<file path="config.mk">
export PLATFORM = sky130hd
export DESIGN_NAME = keyed_roster_with_id_allocator
export DESIGN_NICKNAME = d
export VERILOG_FILES = /design/src/krid_pkg.sv /design/src/krid_ram.sv /design/src/krid_ctrl.sv /design/src/krid_datapath.sv /design/src/keyed_roster_with_id_allocator.sv
export SDC_FILE = /design/constraint.sdc
export NUM_CORES = 1
export LEC_CHECK = 0
export ABC_AREA = 1
export ABC_CLOCK_PERIOD_IN_PS = 11700
export BUFFER_PORTS_ARGS = -buffer_cell sky130_fd_sc_hd__clkbuf_2
export CAP_MARGIN = 20
export CORE_AREA = 2 2 308 310
export DETAILED_ROUTE_END_ITERATION = 8
export DIE_AREA = 0 0 310 312
export GPL_TIMING_DRIVEN = 0
export SYNTH_ARGS = -nofsm -noshare
export SYNTH_HDL_FRONTEND = slang
export SYNTH_SLANG_ARGS = --single-unit
</file>
<file path="constraint.sdc">
create_clock -name clk -period 11.7 [get_ports clk]
set_clock_uncertainty 0.05 [all_clocks]
set_input_delay 2.34 -clock clk [delete_from_list [all_inputs] [get_ports clk]]
set_output_delay 2.34 -clock clk [all_outputs]
set_load 0.005 [all_outputs]
</file>
<file path="src/krid_pkg.sv">
`timescale 1ns / 1ps
// Shared types and constants for the keyed roster with id allocator.
// Used by the controller, the datapath and the top level; depends on nothing.
package krid_pkg;

	localparam int ADDR_W  = 48;
	localparam int ID_W    = 8;
	localparam int ENTRY_W = ADDR_W + ID_W;

	// Command operation codes.
	localparam logic [1:0] OP_ADD    = 2'd0;
	localparam logic [1:0] OP_REMOVE = 2'd1;
	localparam logic [1:0] OP_CLEAR  = 2'd2;
	localparam logic [1:0] OP_READ   = 2'd3;

	// Result status codes.
	localparam logic [1:0] ST_OK        = 2'd0;
	localparam logic [1:0] ST_FULL      = 2'd1;
	localparam logic [1:0] ST_NOT_FOUND = 2'd2;

	// Register map: register index taken from paddr[2].
	localparam logic       REG_ID_BASE   = 1'b0;
	localparam logic [7:0] ID_BASE_RESET = 8'd16;

	typedef struct packed {
		logic [1:0]        operation;
		logic [ADDR_W-1:0] device_address;
		logic [2:0]        slot_select;
	} in_item_t;

	typedef struct packed {
		logic [1:0]        status;
		logic [ID_W-1:0]   assigned_id;
		logic [2:0]        slot_used;
		logic              newly_added;
		logic              entry_present;
		logic [ADDR_W-1:0] entry_address;
		logic [3:0]        entry_count;
	} out_item_t;

	// How a command ends; selects the table update and the result fields.
	typedef enum logic [2:0] {
		FK_ADD_UPD,
		FK_ADD_NEW,
		FK_FULL,
		FK_REM_OK,
		FK_REM_NF,
		FK_CLEAR,
		FK_READ
	} fin_kind_t;

	typedef struct packed {
		logic      sweep_start;
		logic      cand_init;
		logic      cand_inc;
		logic      finish;
		fin_kind_t kind;
	} dp_cmd_t;

	typedef struct packed {
		logic done;
		logic match;
		logic free;
		logic taken;
		logic cand_max;
		logic base_zero;
	} dp_status_t;

endpackage

</file>
<file path="src/krid_ram.sv">
`timescale 1ns / 1ps
// Generic single-write, single-read RAM with registered read data.
// Standalone; no package dependency.
module krid_ram #(
	parameter int WIDTH = 56,
	parameter int DEPTH = 8
) (
	input  logic                                   clk,
	input  logic                                   we,
	input  logic [(DEPTH > 1 ? $clog2(DEPTH) : 1)-1:0] waddr,
	input  logic [WIDTH-1:0]                       wdata,
	input  logic [(DEPTH > 1 ? $clog2(DEPTH) : 1)-1:0] raddr,
	output logic [WIDTH-1:0]                       rdata
);
	logic [WIDTH-1:0] mem_q [DEPTH];

	always_ff @(posedge clk) begin
		if (we) begin
			mem_q[waddr] <= wdata;
		end
		rdata <= mem_q[raddr];
	end

endmodule

</file>
<file path="src/krid_ctrl.sv">
`timescale 1ns / 1ps
// Controller for the keyed roster: sequences sweeps, id retries and results.
// Depends on krid_pkg; drives the datapath through dp_cmd_t.
module krid_ctrl (
	input  logic                 clk,
	input  logic                 arst_n,
	input  logic                 take,
	input  logic [1:0]           op_in,
	input  krid_pkg::dp_status_t stat,
	output krid_pkg::dp_cmd_t    cmd,
	output logic                 busy
);
	import krid_pkg::*;

	typedef enum logic [1:0] {
		IDLE,
		SWEEP,
		RD,
		FIN
	} state_t;

	state_t  state_q;
	dp_cmd_t cmd_q;
	logic    busy_q;
	logic    add_q;

	assign cmd  = cmd_q;
	assign busy = busy_q;

	always_ff @(posedge clk or negedge arst_n) begin
		if (!arst_n) begin
			state_q <= IDLE;
			cmd_q   <= '0;
			busy_q  <= 1'b0;
			add_q   <= 1'b0;
		end else begin
			cmd_q <= '0;
			unique case (state_q)
				IDLE: begin
					if (take) begin
						busy_q <= 1'b1;
						add_q  <= (op_in == OP_ADD);
						unique case (op_in) inside
							OP_ADD, OP_REMOVE: begin
								cmd_q.sweep_start <= 1'b1;
								cmd_q.cand_init   <= 1'b1;
								state_q           <= SWEEP;
							end
							OP_CLEAR: begin
								cmd_q.finish <= 1'b1;
								cmd_q.kind   <= FK_CLEAR;
								state_q      <= FIN;
							end
							default: begin
								state_q <= RD;
							end
						endcase
					end
				end
				RD: begin
					// Read data for the selected slot is valid in the next cycle.
					cmd_q.finish <= 1'b1;
					cmd_q.kind   <= FK_READ;
					state_q      <= FIN;
				end
				SWEEP: begin
					if (stat.done) begin
						if (!add_q) begin
							cmd_q.finish <= 1'b1;
							cmd_q.kind   <= stat.match ? FK_REM_OK : FK_REM_NF;
							state_q      <= FIN;
						end else if (stat.match) begin
							cmd_q.finish <= 1'b1;
							cmd_q.kind   <= FK_ADD_UPD;
							state_q      <= FIN;
						end else if (!stat.free) begin
							cmd_q.finish <= 1'b1;
							cmd_q.kind   <= FK_FULL;
							state_q      <= FIN;
						end else if (stat.base_zero || !stat.taken || stat.cand_max) begin
							cmd_q.finish <= 1'b1;
							cmd_q.kind   <= FK_ADD_NEW;
							state_q      <= FIN;
						end else begin
							// Candidate id is held by some entry: try the next one.
							cmd_q.sweep_start <= 1'b1;
							cmd_q.cand_inc    <= 1'b1;
						end
					end
				end
				FIN: begin
					busy_q  <= 1'b0;
					state_q <= IDLE;
				end
				default: begin
					state_q <= IDLE;
				end
			endcase
		end
	end

endmodule

</file>
<file path="src/krid_datapath.sv">
`timescale 1ns / 1ps
// Datapath for the keyed roster: entry RAM, valid bits, sweep and result logic.
// Depends on krid_pkg and krid_ram; commanded by krid_ctrl.
module krid_datapath #(
	parameter int SLOTS = 8
) (
	input  logic                 clk,
	input  logic                 arst_n,
	input  logic                 take,
	input  krid_pkg::in_item_t   item,
	input  logic [7:0]           id_base,
	input  krid_pkg::dp_cmd_t    cmd,
	output krid_pkg::dp_status_t stat,
	output krid_pkg::out_item_t  result,
	output logic                 result_valid
);
	import krid_pkg::*;

	localparam int IW = (SLOTS > 1) ? $clog2(SLOTS) : 1;
	localparam int CW = $clog2(SLOTS + 1);
	localparam logic [IW-1:0] LAST = IW'(SLOTS - 1);

	logic [ADDR_W-1:0] key_q;
	logic [2:0]        sel_q;
	logic [SLOTS-1:0]  valid_q;
	logic [CW-1:0]     cnt_q;
	logic [IW-1:0]     idx_q;
	logic              run_q;
	logic              vld_s1;
	logic [IW-1:0]     idx_s1;
	logic              done_q;
	logic              match_q, free_q, taken_q;
	logic [IW-1:0]     match_idx_q, free_idx_q;
	logic [ID_W-1:0]   match_id_q;
	logic [ID_W-1:0]   cand_q;
	out_item_t         result_q;
	logic              strobe_q;

	logic [IW-1:0]      sel_idx;
	logic               sel_in_range;
	logic [IW-1:0]      ram_raddr;
	logic [ENTRY_W-1:0] ram_rdata;
	logic [ADDR_W-1:0]  rd_addr;
	logic [ID_W-1:0]    rd_id;
	logic               ram_we;
	logic [ID_W-1:0]    new_id;
	logic               ent_valid;
	out_item_t          res_d;
	logic [CW-1:0]      cnt_d;

	assign sel_idx      = IW'(sel_q);
	assign sel_in_range = (32'(sel_q) < 32'(SLOTS));
	assign ram_raddr    = run_q ? idx_q : sel_idx;
	assign rd_addr      = ram_rdata[ENTRY_W-1:ID_W];
	assign rd_id        = ram_rdata[ID_W-1:0];
	assign ram_we       = cmd.finish && (cmd.kind == FK_ADD_NEW);
	assign ent_valid    = valid_q[idx_s1];

	// When every candidate from the base up is held, the base itself is reused.
	assign new_id = (id_base == '0) ? '0 : (taken_q ? id_base : cand_q);

	krid_ram #(
		.WIDTH(ENTRY_W),
		.DEPTH(SLOTS)
	) u_ram (
		.clk  (clk),
		.we   (ram_we),
		.waddr(free_idx_q),
		.wdata({key_q, new_id}),
		.raddr(ram_raddr),
		.rdata(ram_rdata)
	);

	always_comb begin
		res_d = '0;
		cnt_d = cnt_q;
		case (cmd.kind)
			FK_ADD_UPD: begin
				res_d.assigned_id = match_id_q;
				res_d.slot_used   = 3'(match_idx_q);
			end
			FK_ADD_NEW: begin
				res_d.assigned_id = new_id;
				res_d.slot_used   = 3'(free_idx_q);
				res_d.newly_added = 1'b1;
				cnt_d             = cnt_q + CW'(1);
			end
			FK_FULL: begin
				res_d.status = ST_FULL;
			end
			FK_REM_OK: begin
				res_d.slot_used = 3'(match_idx_q);
				cnt_d           = cnt_q - CW'(1);
			end
			FK_REM_NF: begin
				res_d.status = ST_NOT_FOUND;
			end
			FK_CLEAR: begin
				cnt_d = '0;
			end
			FK_READ: begin
				res_d.slot_used = sel_q;
				if (sel_in_range && valid_q[sel_idx]) begin
					res_d.entry_present = 1'b1;
					res_d.assigned_id   = rd_id;
					res_d.entry_address = rd_addr;
				end
			end
			default: ;
		endcase
		res_d.entry_count = (32'(cnt_d) > 32'd15) ? 4'd15 : 4'(cnt_d);
	end

	always_ff @(posedge clk) begin
		if (take) begin
			key_q <= item.device_address;
			sel_q <= item.slot_select;
		end
		idx_s1 <= idx_q;
		if (cmd.cand_init) begin
			cand_q <= id_base;
		end else if (cmd.cand_inc) begin
			cand_q <= cand_q + 8'd1;
		end
		if (vld_s1 && !cmd.sweep_start) begin
			if (!match_q && ent_valid && rd_addr == key_q) begin
				match_idx_q <= idx_s1;
				match_id_q  <= rd_id;
			end
			if (!free_q && !ent_valid) begin
				free_idx_q <= idx_s1;
			end
		end
		if (cmd.finish) begin
			result_q <= res_d;
		end
	end

	always_ff @(posedge clk or negedge arst_n) begin
		if (!arst_n) begin
			valid_q  <= '0;
			cnt_q    <= '0;
			idx_q    <= '0;
			run_q    <= 1'b0;
			vld_s1   <= 1'b0;
			done_q   <= 1'b0;
			match_q  <= 1'b0;
			free_q   <= 1'b0;
			taken_q  <= 1'b0;
			strobe_q <= 1'b0;
		end else begin
			vld_s1   <= run_q;
			done_q   <= vld_s1 && (idx_s1 == LAST);
			strobe_q <= cmd.finish;
			if (cmd.sweep_start) begin
				idx_q   <= '0;
				run_q   <= 1'b1;
				match_q <= 1'b0;
				free_q  <= 1'b0;
				taken_q <= 1'b0;
			end else begin
				if (run_q) begin
					idx_q <= idx_q + IW'(1);
					if (idx_q == LAST) begin
						run_q <= 1'b0;
					end
				end
				if (vld_s1) begin
					if (ent_valid && rd_addr == key_q) begin
						match_q <= 1'b1;
					end
					if (!ent_valid) begin
						free_q <= 1'b1;
					end
					if (ent_valid && rd_id == cand_q) begin
						taken_q <= 1'b1;
					end
				end
			end
			if (cmd.finish) begin
				cnt_q <= cnt_d;
				case (cmd.kind)
					FK_ADD_NEW: valid_q[free_idx_q]  <= 1'b1;
					FK_REM_OK:  valid_q[match_idx_q] <= 1'b0;
					FK_CLEAR:   valid_q              <= '0;
					default: ;
				endcase
			end
		end
	end

	assign stat.done      = done_q;
	assign stat.match     = match_q;
	assign stat.free      = free_q;
	assign stat.taken     = taken_q;
	assign stat.cand_max  = (cand_q == 8'd255);
	assign stat.base_zero = (id_base == '0);

	assign result       = result_q;
	assign result_valid = strobe_q;

endmodule

</file>
<file path="src/keyed_roster_with_id_allocator.sv">
`timescale 1ns / 1ps
// Keyed roster with id allocator. One command at a time; the result strobe comes with busy low.
// Clear and read use no sweep; remove runs one sweep of the table, and add runs one more for each
// held id it skips; each sweep reads the entry RAM once per slot.
// A new command may be accepted in the same cycle as the result strobe.
// Reset empties the table and sets id_base to 16; the receiver cannot stall results.
module keyed_roster_with_id_allocator #(
	parameter int SLOTS = 8
) (
	input  logic                clk,
	input  logic                arst_n,
	input  logic                start,
	output logic                busy,
	input  krid_pkg::in_item_t  command,
	output logic                result_valid,
	output krid_pkg::out_item_t result,
	input  logic                psel,
	input  logic                penable,
	input  logic                pwrite,
	input  logic [2:0]          paddr,
	input  logic [31:0]         pwdata,
	output logic [31:0]         prdata,
	output logic                pready
);
	import krid_pkg::*;

	logic       take;
	logic [7:0] id_base_q;
	dp_cmd_t    cmd;
	dp_status_t stat;

	assign take   = start && !busy;
	assign pready = 1'b1;
	assign prdata = (paddr[2] == REG_ID_BASE) ? {24'd0, id_base_q} : 32'd0;

	always_ff @(posedge clk or negedge arst_n) begin
		if (!arst_n) begin
			id_base_q <= ID_BASE_RESET;
		end else if (psel && penable && pwrite && pready && paddr[2] == REG_ID_BASE) begin
			id_base_q <= pwdata[7:0];
		end
	end

	krid_ctrl u_ctrl (
		.clk   (clk),
		.arst_n(arst_n),
		.take  (take),
		.op_in (command.operation),
		.stat  (stat),
		.cmd   (cmd),
		.busy  (busy)
	);

	krid_datapath #(
		.SLOTS(SLOTS)
	) u_dp (
		.clk         (clk),
		.arst_n      (arst_n),
		.take        (take),
		.item        (command),
		.id_base     (id_base_q),
		.cmd         (cmd),
		.stat        (stat),
		.result      (result),
		.result_valid(result_valid)
	);

endmodule

</file>
==> flow_summary_export.csv <==
group,metric,value,unit
worst_setup_path,crit-reg2reg-launch,"u_ctrl.cmd[2]",
timing,grt_setup_unrepaired,"false",
place,dp.cells,3830,
global_routing,grt_pass1_wl,106500,um
synthesis,synth_edf_count,588,
cts,ctsHtreeMaxLevel,3,
power_and_ir_drop,p_per_area,150.5,nW/um^2
synthesis,synth.most_common_cell,"edfxtp_1",
worst_setup_path,crit_family,"buffers and inverters",
synthesis,synthCells,2380,
global_routing,grt_max_degree,53,
cts,cts_tree,"built",
job,max-cap-violations,0,
floorplan,rows,112,
place,dpl_cell_area,30760,um^2
power_and_ir_drop,ir_worst_vdd,0.08069,mV
synthesis,yosysTopAreaCellShare,0.6334,
cts,post_cts_resize_count,0,
worst_setup_path,rr_worst_depth,9,
layout,seqCellArea,19870,um^2
drt,wl,71350,um
cts,numClockSinks,688,
global_routing,antenna_found_initial,4,
worst_setup_path,cp_cell_sequence,"clkbuf_1 > nor2_1 > clkbuf_2",
synthesis,synthesis.area,27880,um^2
synthesis,synthTopCellsByCount,"588 x edfxtp_1, 410 x inv_1, 316 x nand2_1",
timing,fmax,191.9,MHz
worst_setup_path,critPathBufInv,2,
timing,final_hold_viol_count,0,
worst_setup_path,crit_path_end_kind,"output pin",
drt,viasPerCell,4.489,
synthesis,yosysUniqueCellTypes,42,
synthesis,ys.flop_type,"edfxtp_1",
drt,vias,17820,
synthesis,yosysTopAreaCell,"edfxtp_1",
timing,setup_viol,0,
synthesis,seq_area_frac_synth,0.7126,
worst_setup_path,cp-start-kind,"input port",
synthesis,synth_warnings,0,
global_routing,track_usage,0.1462,
floorplan,num_io_pins,196,
worst_setup_path,crit_path_max_incr_delay,0.26,ns
layout,syn_to_final_growth,19.01,%
layout,multiInputGateArea,5914,um^2
worst_setup_path,worst-path-stages,3,
cts,cts_made_buffers,75,
layout,finalInstanceArea,33180,um^2
place,hpwl,49420,um
worst_setup_path,startpoint,"paddr[2]",
floorplan,die_h,312,um
worst_setup_path,crit_required,9.31,ns
worst_setup_path,critPathMaxFanout,9,
layout,drive_gt1_frac,0.1587,
timing,fin_tns_setup,0,ns
place,port_buffers,143,
synthesis,synth-seq-cells,688,
synthesis,async_reset_ff_frac,0.05959,
drt,firstDrtPassIters,5,
floorplan,start_util,0.2996,
cts,insertion_delay,0.62,ns
synthesis,syn_area_per_cell,11.71,um^2
worst_setup_path,path_class,"input port to output pin",
layout,instances_no_fill,3970,
drt,drc,0,
worst_setup_path,slowest_stage,"clkbuf_1",
global_routing,grt_pass1_vias,17030,
cts,cts-root-buf,"clkbuf_16",
cts,post_cts_buffers,0,
layout,fillers,9149,
worst_setup_path,arrival,2.82,ns
power_and_ir_drop,leakagePower,12.90,nW
cts,clockBufferDepth,3,
cts,ctsHoldBuffers,0,
place,routabilityCongestion,0.8190,
worst_setup_path,r2r_slack,8.19,ns
worst_setup_path,crit_end,"prdata[7]",
drt,dr.first_iter.drc_count,1792,
drt,post_drt_wl_per_cell,17.97,um
floorplan,die_w,310,um
synthesis,synth_area_leaders,"edfxtp_1 63%, inv_1 5.5%, nand2_1 4.3%",
drt,antenna_left,0,
floorplan,core-area,93050,um^2
status,outcome,"finished, final reports clean",
worst_setup_path,r2r-end,"u_dp.u_ram.mem_q[1][26]",
timing,timing.final.crit_share,0.4453,
timing,fin_crit,5.210,ns
floorplan,dieArea,96720,um^2
timing,slew_viol_final,0,
cts,path_clk_slew,0.06,ns
timing,tightest_slew,1.046,ns
min_path,hold_path_class,"register to register",
global_routing,gr-total-overflow,0,
layout,finalCoreUtilization,0.3565,
timing,slew_headroom,0.3003,
layout,final_nets,2759,
-- sequential cells by signal, indices dropped and copies added, names as in the netlist, 4 cells and up --
name	count
u_dp.u_ram.mem_q	448
id_base_q	8
u_dp.result	67
u_ctrl.cmd	7
u_dp.key_q	48
u_dp.cnt_q	4
u_dp.match_id_q	8
u_dp.valid_q	8
u_dp.u_ram.rdata	56
u_dp.cand_q	8
-- area by class of cell --
type,count,area share
Buffer,125,0.02055
Tap cell,1254,0.04729
Clock inverter,38,0.01026
Antenna cell,1,0.00007543
Inverter,415,0.04703
Sequential cell,688,0.5989
Clock buffer,101,0.06261
Timing Repair Buffer,173,0.03500
Multi-Input combinational cell,1175,0.1783
-- through the flow --
stage	worst slack (ns)	hold slack, ns	total power, mW
after floorplan	3.480	0.3253	2.705
after global placement	-2.768	0.3354	2.729
after detailed placement	6.489	0.3382	2.730
after CTS	6.486	0.3690	5.048
after global routing	6.398	0.3679	5.142
final	6.490	0.3585	4.995
-- worst min-delay path by stage --
stage,startpoint,to,depth (start not counted)
after CTS,u_dp.run_q,u_dp.vld_s1,0
after global placement,u_dp.run_q,u_dp.vld_s1,0
after floorplan,u_dp.run_q,u_dp.vld_s1,0
after detailed placement,u_dp.run_q,u_dp.vld_s1,0
final,u_dp.run_q,u_dp.vld_s1,0
after global routing,u_dp.run_q,u_dp.vld_s1,0
-- cell families after synthesis --
family                   synth area share
AO/OA/AOI/OAI                      0.1123
XOR/XNOR                         0.007541
adder cells (fa/ha/maj)          0.005656
buffers and inverters             0.08034
flip-flops                         0.7126
multiplexers                    0.0004039
other                           0.0002694
AND/OR/NAND/NOR                   0.08079
-- report_power, final --
part | internal, mW | switching (mW) | total [mW]
Sequential | 2.63 | 0.00589 | 2.64
Clock | 1.34 | 0.972 | 2.32
Combinational | 0.0196 | 0.0201 | 0.0397
Total | 4.00 | 0.998 | 4.99
-- worst reg2reg max path, stage by stage, from the launching register on --
cell and delay (ns):
dfrtp_1 0.45, inv_2 0.13, nand2_1 0.09, nor2_1 0.24, nand2_1 0.46, nor4_2 0.86
buf_4 0.31, buf_4 0.20, buf_4 0.20, buf_4 0.21
-- placed cells by master, fill, tap and decap left out, types with 39 or more instances in the layout --
master	instances
a21oi_1	148
a211oi_1	56
dfxtp_1	59
o211ai_1	57
inv_1	409
o21ai_0	235
buf_4	43
nand2_1	316
buf_2	65
clkbuf_1	46
o21ai_1	39
dfrtp_1	39
clkbuf_2	143
clkbuf_16	77
nor2_1	156
edfxtp_1	588
-- layer usage --
layer  vias up  routed length, um  track usage
met5         -                 37            0
met3        96               5192      0.02692
met1      8534              31370       0.2017
met4         6               1523      0.04238
met2       584              33230       0.2348
li1       8601                  -            -
Power figures use the tool's default switching activity.
